==> config.mk <==
export PLATFORM = sky130hd
export DESIGN_NAME = sorted_priority_queue_unit_flat
export DESIGN_NICKNAME = d
export VERILOG_FILES = /design/src/rtl/spq_pkg.sv /design/src/rtl/spq_if.sv /design/src/rtl/spq_cell.sv /design/src/rtl/sorted_priority_queue_unit.sv /design/src/flat_wrapper.sv
export SDC_FILE = /design/constraint.sdc
export NUM_CORES = 2
export LEC_CHECK = 0
export ABC_AREA = 0
export BUFFER_PORTS_ARGS = -buffer_cell sky130_fd_sc_hd__buf_2
export CORE_ASPECT_RATIO = 1.75
export CORE_UTILIZATION = 30
export CTS_CLUSTER_SIZE = 10
export DETAILED_ROUTE_END_ITERATION = 7
export PLACE_DENSITY = 0.46
export SLEW_MARGIN = 40
export SYNTH_ARGS = -nofsm -noshare
export SYNTH_HDL_FRONTEND = slang
export SYNTH_HIERARCHICAL = 1
export SYNTH_SLANG_ARGS = --single-unit
==> constraint.sdc <==
create_clock -name clk -period 5.1 [get_ports clk]
set_input_delay 0.255 -clock clk [delete_from_list [all_inputs] [get_ports clk]]
set_output_delay 0.255 -clock clk [all_outputs]
set_load 0.005 [all_outputs]
==> src/rtl/spq_pkg.sv <==
// Package: constants, codes and types shared by the sorted priority queue files.
package spq_pkg;

  localparam int CAPACITY_DEF      = 16;
  localparam int PRIORITY_BITS_DEF = 8;

  localparam int REQ_W   = 2;
  localparam int VALUE_W = 32;
  localparam int PRIO_W  = 8;
  localparam int OCC_W   = 5;
  localparam int ERR_W   = 2;

  localparam logic [REQ_W-1:0] REQ_ENQUEUE = 2'd0;
  localparam logic [REQ_W-1:0] REQ_DEQUEUE = 2'd1;

  typedef enum logic [ERR_W-1:0] {
    ERR_OK    = 2'd0,
    ERR_EMPTY = 2'd1,
    ERR_FULL  = 2'd2
  } err_t;

  localparam logic signed [VALUE_W-1:0] EMPTY_HEAD = -32'sd1;

  typedef struct packed {
    logic                      enq;
    logic                      deq;
    logic [PRIO_W-1:0]         prio;
    logic signed [VALUE_W-1:0] val;
  } cell_cmd_t;

endpackage

==> src/rtl/spq_if.sv <==
// Interfaces: request and response channels of the sorted priority queue.
interface spq_req_if;
  logic                               valid;
  logic                               ready;
  logic [spq_pkg::REQ_W-1:0]          req_type;
  logic signed [spq_pkg::VALUE_W-1:0] item_value;
  logic [spq_pkg::PRIO_W-1:0]         item_priority;

  modport source(output valid, req_type, item_value, item_priority, input ready);
  modport sink(input valid, req_type, item_value, item_priority, output ready);
endinterface

interface spq_rsp_if;
  logic                               valid;
  logic                               ready;
  logic signed [spq_pkg::VALUE_W-1:0] head_value;
  logic                               not_empty;
  logic [spq_pkg::OCC_W-1:0]          occupancy;
  logic [spq_pkg::ERR_W-1:0]          error_code;

  modport source(output valid, head_value, not_empty, occupancy, error_code, input ready);
  modport sink(input valid, head_value, not_empty, occupancy, error_code, output ready);
endinterface

==> src/rtl/spq_cell.sv <==
// Cell: one slot of the sorted shift register, shifts toward tail or head.
module spq_cell #(
  parameter int PW = spq_pkg::PRIORITY_BITS_DEF
) (
  input  logic                               clk,
  input  spq_pkg::cell_cmd_t                 cmd,
  input  logic                               occupied,
  input  logic                               prev_below,
  input  logic signed [spq_pkg::VALUE_W-1:0] prev_val,
  input  logic [PW-1:0]                      prev_prio,
  input  logic signed [spq_pkg::VALUE_W-1:0] next_val,
  input  logic [PW-1:0]                      next_prio,
  output logic signed [spq_pkg::VALUE_W-1:0] val,
  output logic [PW-1:0]                      prio,
  output logic                               below
);

  logic signed [spq_pkg::VALUE_W-1:0] val_r, val_nxt;
  logic [PW-1:0]                      prio_r, prio_nxt;

  // new entry goes at or above this slot
  assign below = !(occupied && (prio_r >= cmd.prio[PW-1:0]));

  always_comb begin
    val_nxt  = val_r;
    prio_nxt = prio_r;
    if (cmd.enq && below) begin
      if (prev_below) begin
        val_nxt  = prev_val;
        prio_nxt = prev_prio;
      end else begin
        val_nxt  = cmd.val;
        prio_nxt = cmd.prio[PW-1:0];
      end
    end else if (cmd.deq) begin
      val_nxt  = next_val;
      prio_nxt = next_prio;
    end
  end

  always_ff @(posedge clk) begin
    val_r  <= val_nxt;
    prio_r <= prio_nxt;
  end

  assign val  = val_r;
  assign prio = prio_r;

endmodule

==> src/rtl/sorted_priority_queue_unit.sv <==
// Sorted priority queue: a chain of cells kept in priority order, head at cell 0.
// The response beat is registered in the cycle after its accepted request beat.
// Throughput: one request per cycle; every cell compares and shifts in parallel.
// A response waiting in the output register holds off input only while not taken.
// Reset (rst_n low, synchronous) empties the queue and clears the output valid.
module sorted_priority_queue_unit #(
  parameter int CAPACITY      = spq_pkg::CAPACITY_DEF,
  parameter int PRIORITY_BITS = spq_pkg::PRIORITY_BITS_DEF
) (
  input  logic       clk,
  input  logic       rst_n,
  spq_req_if.sink    in_ch,
  spq_rsp_if.source  out_ch
);

  localparam int CNT_W = $clog2(CAPACITY + 1);
  localparam int PW    = (PRIORITY_BITS < spq_pkg::PRIO_W) ? PRIORITY_BITS : spq_pkg::PRIO_W;

  logic [CNT_W-1:0] count_r, count_nxt;
  logic             out_valid_r;
  logic signed [spq_pkg::VALUE_W-1:0] head_r, head_nxt;
  logic [CNT_W-1:0] occ_r;
  spq_pkg::err_t    err_r, err_nxt;

  logic accept, full, empty, do_enq, do_deq;
  spq_pkg::cell_cmd_t cmd;

  logic signed [spq_pkg::VALUE_W-1:0] cell_val   [CAPACITY];
  logic [PW-1:0]                      cell_prio  [CAPACITY];
  logic                               cell_below [CAPACITY];

  assign in_ch.ready = !out_valid_r || out_ch.ready;
  assign accept      = in_ch.valid && in_ch.ready;
  assign full        = (count_r == CNT_W'(CAPACITY));
  assign empty       = (count_r == '0);
  assign do_enq      = accept && (in_ch.req_type == spq_pkg::REQ_ENQUEUE) && !full;
  assign do_deq      = accept && (in_ch.req_type == spq_pkg::REQ_DEQUEUE) && !empty;

  always_comb begin
    cmd      = '0;
    cmd.enq  = do_enq;
    cmd.deq  = do_deq;
    cmd.prio = in_ch.item_priority & spq_pkg::PRIO_W'((64'd1 << PW) - 64'd1);
    cmd.val  = in_ch.item_value;
  end

  for (genvar i = 0; i < CAPACITY; i++) begin : g_cell
    logic                               pb;
    logic signed [spq_pkg::VALUE_W-1:0] pv, nv;
    logic [PW-1:0]                      pp, np;

    if (i == 0) begin : g_first
      assign pb = 1'b0;
      assign pv = '0;
      assign pp = '0;
    end else begin : g_mid
      assign pb = cell_below[i-1];
      assign pv = cell_val[i-1];
      assign pp = cell_prio[i-1];
    end

    if (i == CAPACITY - 1) begin : g_last
      assign nv = '0;
      assign np = '0;
    end else begin : g_body
      assign nv = cell_val[i+1];
      assign np = cell_prio[i+1];
    end

    spq_cell #(.PW(PW)) u_cell (
      .clk       (clk),
      .cmd       (cmd),
      .occupied  (count_r > CNT_W'(i)),
      .prev_below(pb),
      .prev_val  (pv),
      .prev_prio (pp),
      .next_val  (nv),
      .next_prio (np),
      .val       (cell_val[i]),
      .prio      (cell_prio[i]),
      .below     (cell_below[i])
    );
  end

  always_comb begin
    count_nxt = count_r;
    err_nxt   = spq_pkg::ERR_OK;
    head_nxt  = cell_val[0];
    if (do_enq) begin
      count_nxt = count_r + CNT_W'(1);
      if (cell_below[0]) begin
        head_nxt = in_ch.item_value;
      end
    end else if (do_deq) begin
      count_nxt = count_r - CNT_W'(1);
      head_nxt  = cell_val[1];
    end
    if (accept && (in_ch.req_type == spq_pkg::REQ_ENQUEUE) && full) begin
      err_nxt = spq_pkg::ERR_FULL;
    end
    if (accept && (in_ch.req_type == spq_pkg::REQ_DEQUEUE) && empty) begin
      err_nxt = spq_pkg::ERR_EMPTY;
    end
    if (count_nxt == '0) begin
      head_nxt = spq_pkg::EMPTY_HEAD;
    end
  end

  always_ff @(posedge clk) begin
    if (!rst_n) begin
      count_r     <= '0;
      out_valid_r <= 1'b0;
    end else begin
      if (accept) begin
        count_r     <= count_nxt;
        out_valid_r <= 1'b1;
      end else if (out_ch.ready) begin
        out_valid_r <= 1'b0;
      end
    end
  end

  always_ff @(posedge clk) begin
    if (accept) begin
      head_r <= head_nxt;
      occ_r  <= count_nxt;
      err_r  <= err_nxt;
    end
  end

  assign out_ch.valid      = out_valid_r;
  assign out_ch.head_value = head_r;
  assign out_ch.not_empty  = (occ_r != '0);
  assign out_ch.occupancy  = spq_pkg::OCC_W'(occ_r);
  assign out_ch.error_code = err_r;

endmodule

==> src/flat_wrapper.sv <==
// flat-port wrapper written by rule: the top's interface ports become plain ports
module sorted_priority_queue_unit_flat 
#(
  parameter int CAPACITY      = spq_pkg::CAPACITY_DEF,
  parameter int PRIORITY_BITS = spq_pkg::PRIORITY_BITS_DEF
)
  (clk, rst_n, in_ch_valid, in_ch_req_type, in_ch_item_value, in_ch_item_priority, in_ch_ready, out_ch_valid, out_ch_head_value, out_ch_not_empty, out_ch_occupancy, out_ch_error_code, out_ch_ready);
  spq_req_if in_ch_i ();
  spq_rsp_if out_ch_i ();
  input  logic clk;
  input  logic rst_n;
  input wire logic [$bits(in_ch_i.valid)-1:0] in_ch_valid;
  input wire logic [$bits(in_ch_i.req_type)-1:0] in_ch_req_type;
  input wire logic [$bits(in_ch_i.item_value)-1:0] in_ch_item_value;
  input wire logic [$bits(in_ch_i.item_priority)-1:0] in_ch_item_priority;
  output wire logic [$bits(in_ch_i.ready)-1:0] in_ch_ready;
  output wire logic [$bits(out_ch_i.valid)-1:0] out_ch_valid;
  output wire logic [$bits(out_ch_i.head_value)-1:0] out_ch_head_value;
  output wire logic [$bits(out_ch_i.not_empty)-1:0] out_ch_not_empty;
  output wire logic [$bits(out_ch_i.occupancy)-1:0] out_ch_occupancy;
  output wire logic [$bits(out_ch_i.error_code)-1:0] out_ch_error_code;
  input wire logic [$bits(out_ch_i.ready)-1:0] out_ch_ready;
  assign in_ch_i.valid = in_ch_valid;
  assign in_ch_i.req_type = in_ch_req_type;
  assign in_ch_i.item_value = in_ch_item_value;
  assign in_ch_i.item_priority = in_ch_item_priority;
  assign in_ch_ready = in_ch_i.ready;
  assign out_ch_valid = out_ch_i.valid;
  assign out_ch_head_value = out_ch_i.head_value;
  assign out_ch_not_empty = out_ch_i.not_empty;
  assign out_ch_occupancy = out_ch_i.occupancy;
  assign out_ch_error_code = out_ch_i.error_code;
  assign out_ch_i.ready = out_ch_ready;
  sorted_priority_queue_unit #(.CAPACITY(CAPACITY), .PRIORITY_BITS(PRIORITY_BITS)) u_core (.clk(clk), .rst_n(rst_n), .in_ch(in_ch_i), .out_ch(out_ch_i));
endmodule
* Yosys cells after proc, flatten, opt, wreduce, memory -nomap -nowiden
Index checks and enable logic that the tools add are counted. W data, S select, Z words.
Storage, ports and cells: input bits 46, logic and storage cells 254, output and inout port bits 42, flip-flop bits (word level) 685
Operators by class: $lt $le $gt $ge 32, multiplexer cells 101, reductions and logical operators 80, eq/ne operators 2, $add $sub $neg 2
Operators by type and width (count):
- $mux W32 | 49
- $mux W8 | 47
- $ge A8 B8 Y1 | 16
- $gt A5 B4 Y1 const B | 8
- $logic_and A1 B1 Y1 | 39
- $reduce_bool A2 Y1 | 17
- $gt A5 B3 Y1 const B | 4
- $logic_not A1 Y1 | 19
- $gt A5 B1 Y1 const B | 2
- $gt A5 B2 Y1 const B | 2
- $logic_not A5 Y1 | 2
- $mux W5 | 2
- $add A5 B1 Y5 const B | 1
- $eq A5 B5 Y1 const B | 1
- $reduce_bool A5 Y1 | 1
- $sub A5 B1 Y5 const B | 1
- $eq A2 B1 Y1 const B | 1
- $logic_not A2 Y1 | 1
- $mux W1 | 2
- $mux W2 | 1
- $logic_or A1 B1 Y1 | 1

* Depth between registers and ports, before layout
word-level depth 8, mapped depth 13

* Modules after synthesis
The synthesis kept the hierarchy.
Modules (own cells, without submodules):
- spq_cell at u_core.g_cell[1].u_cell ... | area an instance 2583.7 um^2, times used 9, cells an instance 167, sequential area each 1201.2 um^2
- spq_cell at u_core.g_cell[0].u_cell ... | area an instance 2582.5 um^2, times used 7, cells an instance 167, sequential area each 1201.2 um^2
- sorted_priority_queue_unit | area an instance 2962.8 um^2, times used 1, cells an instance 272, sequential area each 1291.2 um^2

* Least setup slack after synthesis
OpenSTA, ideal clock, no wires.
kind register to register, start reg u_core.count_r[1], end reg u_core.g_cell[0].u_cell.prio_r[0] (enable), path slack 1.441 ns, setup time 0.380 ns, data arrival time 3.280 ns, clock period less this slack 3.659 ns, cell stages (with the launch flop) 11, path through dfxtp_1 > clkbuf_1 > inv_1 > ha_1 > and4bb_1 > nor4_4 > buf_2 > inv_1 > o21ai_4 > buf_12 > or2_2
Between the ends: cells in the longest elaborated chain, start to end 5, elaborated cells between the ends (all ways) 11, classes of those cells order compare: 1; eq/ne: 1; reduce/logical: 9
RTL lines:
- from (decl) | RTL line sorted_priority_queue_unit.sv:19 | logic [CNT_W-1:0] count_r, count_nxt;
- from (signal assigned) | RTL line sorted_priority_queue_unit.sv:115 | count_r <= count_nxt;
- $eq A5 B5 Y1 | RTL line sorted_priority_queue_unit.sv:34 | assign full = (count_r == CNT_W'(CAPACITY));
- $logic_not A1 Y1 | RTL line sorted_priority_queue_unit.sv:36 | assign do_enq = accept && (in_ch.req_type == spq_pkg::REQ_ENQUEUE) && !full;
- $logic_and A1 B1 Y1 | RTL line sorted_priority_queue_unit.sv:36
- via u_core.do_enq | RTL line sorted_priority_queue_unit.sv:25 | logic accept, full, empty, do_enq, do_deq;
- $logic_and A1 B1 Y1 | RTL line spq_cell.sv:27 | if (cmd.enq && below) begin
- $reduce_bool A2 Y1 (no source line)
- to (signal assigned) | RTL line spq_cell.sv:43 | prio_r <= prio_nxt;
- to (decl) | RTL line spq_cell.sv:19 | logic [PW-1:0] prio_r, prio_nxt;
The timed path passes the listed nets, and every way through them passes these cells. A chain may end at the register's enable or synchronous reset.

* Final worst setup path
start reg u_core.count_r[1], end reg u_core.g_cell[12].u_cell.val_r, in the netlist u_core/g_cell[12].u_cell/val[31] (data pin)
Between the ends: cells in the longest elaborated chain, start to end 5, elaborated cells between the ends (all ways) 11, classes of those cells order compare: 2; eq/ne: 1; mux: 2; reduce/logical: 6
RTL lines:
- $gt A5 B4 Y1 / $eq A5 B5 Y1 (equally long branches) | RTL line sorted_priority_queue_unit.sv:73, sorted_priority_queue_unit.sv:34
- $logic_and A1 B1 Y1 / $logic_not A1 Y1 (equally long branches) | RTL line spq_cell.sv:22, sorted_priority_queue_unit.sv:36
- $logic_not A1 Y1 / $logic_and A1 B1 Y1 (equally long branches) | RTL line spq_cell.sv:22, sorted_priority_queue_unit.sv:36
- $logic_and A1 B1 Y1 | RTL line spq_cell.sv:27
- $mux W32 (*) | RTL line spq_cell.sv:27
- via u_core.g_cell[12].u_cell.val_nxt, one bit | RTL line spq_cell.sv:18 | logic signed [spq_pkg::VALUE_W-1:0] val_r, val_nxt;
- to (signal assigned) | RTL line spq_cell.sv:42 | val_r <= val_nxt;
- to (decl) | RTL line spq_cell.sv:18
Mark *: on every way through the listed nets, which the timed path passes. The rest lies on a longest branch.

==> results.ini <==
[worst_setup_path]
required_ps = 5500
cp_max_fo = 33
cp.arrival_ps = 4140
cp-startpoint = u_core/count_r[1]$_SDFFE_PN0P_
startpoint_type = flip-flop
r2r_start = u_core/count_r[1]$_SDFFE_PN0P_
worstSetupPathType = flip-flop to flip-flop
endpoint_kind = flip-flop

[drt]
first_pass_iters = 5
drc = 0
drt_iter0_drc = 1058
ant_nets = 0
vias = 22800
wl_mm = 93.3
routed_via_density = 4.57
wl_per_cell_microns = 18.7

[clock_tree]
cts_hold_buffers = 3
root_buffer = clkbuf_16
clock-sinks = 685
postCtsResizedCells = 0
numCtsBuffers = 79
path_clk_slew_ps = 60
htree_levels = 3
cts_tree = yes
post_cts_buffers = 0
cts_max_path_buffers = 3
clkLatencyLatePin_ps = 650

[sta]
finalSetupViolCount = 0
worst_pin_slew_ps = 797
hold_violations = 0
fmax_mhz = 267
maxSlewViolCount = 0
slew_headroom_pct = 46.9
setup_tns_ps = 0
rsz0062_at_grt = false
fin_ws_ps = 1360
layout_min_cycle_time_ps = 3740
fin_skew_ps = 14.9
period_share_pct = 73.3

[yosys]
syn_avg_cell_area_sq_um = 15.1
synthesis.area_sq_um = 44300
yosys_warnings = 6
synthCells = 2942

[cells_and_area]
drive_gt1_share_pct = 50.2
final_util_pct = 33.1
ff_latch_area_sq_um = 20500
num-fill-cells = 14300
syn_to_final_growth_pct = 9.68
nets = 3275
multi_input_area_sq_um = 21800

[grt]
grt_max_degree = 55
antenna_found_initial = 3
grt.overflow.total = 0
grt_pass1_vias = 24900
grt_usage_pct = 12.6
grt_pass1_wl_mm = 147

[floorplanning]
rows = 186
die_height_microns = 510
core_sq_um = 147000
io_pins = 88
die_w_microns = 292
die-area_sq_um = 149000
initial_core_util_pct = 30.2

[job]
maxCapViolCount = 0

[pwr]
ir_drop_v = 0.000223
power_density_nw_per_um2 = 310
p_leak_nw = 18.6

[place]
routabilityCongestion = 0.751
hpwl_mm = 72.1
portBuffers = 87
dpl_worst_slack_ps = 1310

[run_status]
status = finished clean

[min_path]
min_from = in_ch_req_type[0]
hold_class = input port to flip-flop

## layout by cell type, fill, tap and decap left out, types with 4 or more instances in the layout
cell / count
nand2_1: 122
o211ai_2: 9
nor2b_1: 4
clkbuf_1: 7
a21boi_2: 9
o21a_1: 34
buf_2: 87
dfxtp_1: 6
nand2b_1: 11
o21ai_0: 139
conb_1: 82
mux2_2: 544
mux2_4: 624
o211ai_1: 8
edfxtp_1: 679
buf_12: 12
a21oi_2: 18
nand4_1: 16
a21boi_1: 7
inv_1: 153
or2_2: 16
o21ai_4: 16
clkbuf_16: 82
clkinv_1: 4
nand3_1: 4
a2111oi_2: 16
nand2_4: 13
nor2_1: 22
o21ai_2: 30
and2_1: 4
buf_4: 62
a211o_1: 16
nand2b_4: 7
ha_1: 134
a32o_1: 32
a21oi_1: 35
nor3_1: 6
## where the power goes
group          internal, W  switching (W)
sequential         0.00685       0.000248
clock              0.00285        0.00226
combinational      0.00153        0.00131
total               0.0112        0.00382
## final cells by class
cell class | count | share of cell area, %
Multi-Input combinational cell | 2011 | 44.9
Sequential cell | 685 | 42.2
Tap cell | 1880 | 4.84
Clock buffer | 89 | 4.28
Timing Repair Buffer | 164 | 2.41
Inverter | 154 | 1.19
Clock inverter | 6 | 0.106
Antenna cell | 1 | 0.00515
## routing by layer
metal  up-vias  GRT usage (%)  wire length [microns]
met5         -              0                     13
met4         2           3.86                   1980
met3       118           1.83                   2730
met2       299           23.3                  48900
met1     11000           14.7                  39600
li1      11400              -                      -
## worst max-delay path, stage by stage, from the launching register on
cell and delay (ps):
dfxtp_1 570, inv_1 180, ha_1 280, and4bb_1 250, nor4_4 130, buf_4 460, inv_1 150, o21ai_4 420
buf_4 580, mux2_2 400
## worst paths after layout
| kind | to | slack (ps) | depth (start not counted) |
|---|---|---|---|
| setup reg to reg | u_core/g_cell[12].u_cell/val[31]$_DFFE_PP_ | 1360 | 9 |
| hold reg to reg | u_core/g_cell[14].u_cell/val[12]$_DFFE_PP_ | 540 | 1 |
| setup / recovery | u_core/g_cell[12].u_cell/val[31]$_DFFE_PP_ | 1360 | 9 |
| hold / removal | u_core/out_ch.error_code[0]$_SDFFCE_PP1P_ | 180 | 2 |
## sequential cells by signal (all words and copies together), names as in the netlist
name                       flops
u_core/count_r                 5
u_core/g_cell.u_cell/prio    128
u_core/g_cell.u_cell/val     512
u_core/out_ch.error_code       2
u_core/out_ch.head_value      32
u_core/out_ch.occupancy        5
u_core/out_ch.valid            1
## through the flow
stage                     cell area (sq um)  power [W]  instances  hold slack, ps
after floorplan                       44600    0.00949       3023             373
after global placement                46300     0.0100       4889             498
after detailed placement              46400     0.0101       4891             499
after CTS                             48600     0.0154       4989             110
after global routing                  48600     0.0158       4990             170
final                                 48600     0.0150       4990             184
Power figures use the tool's default switching activity.
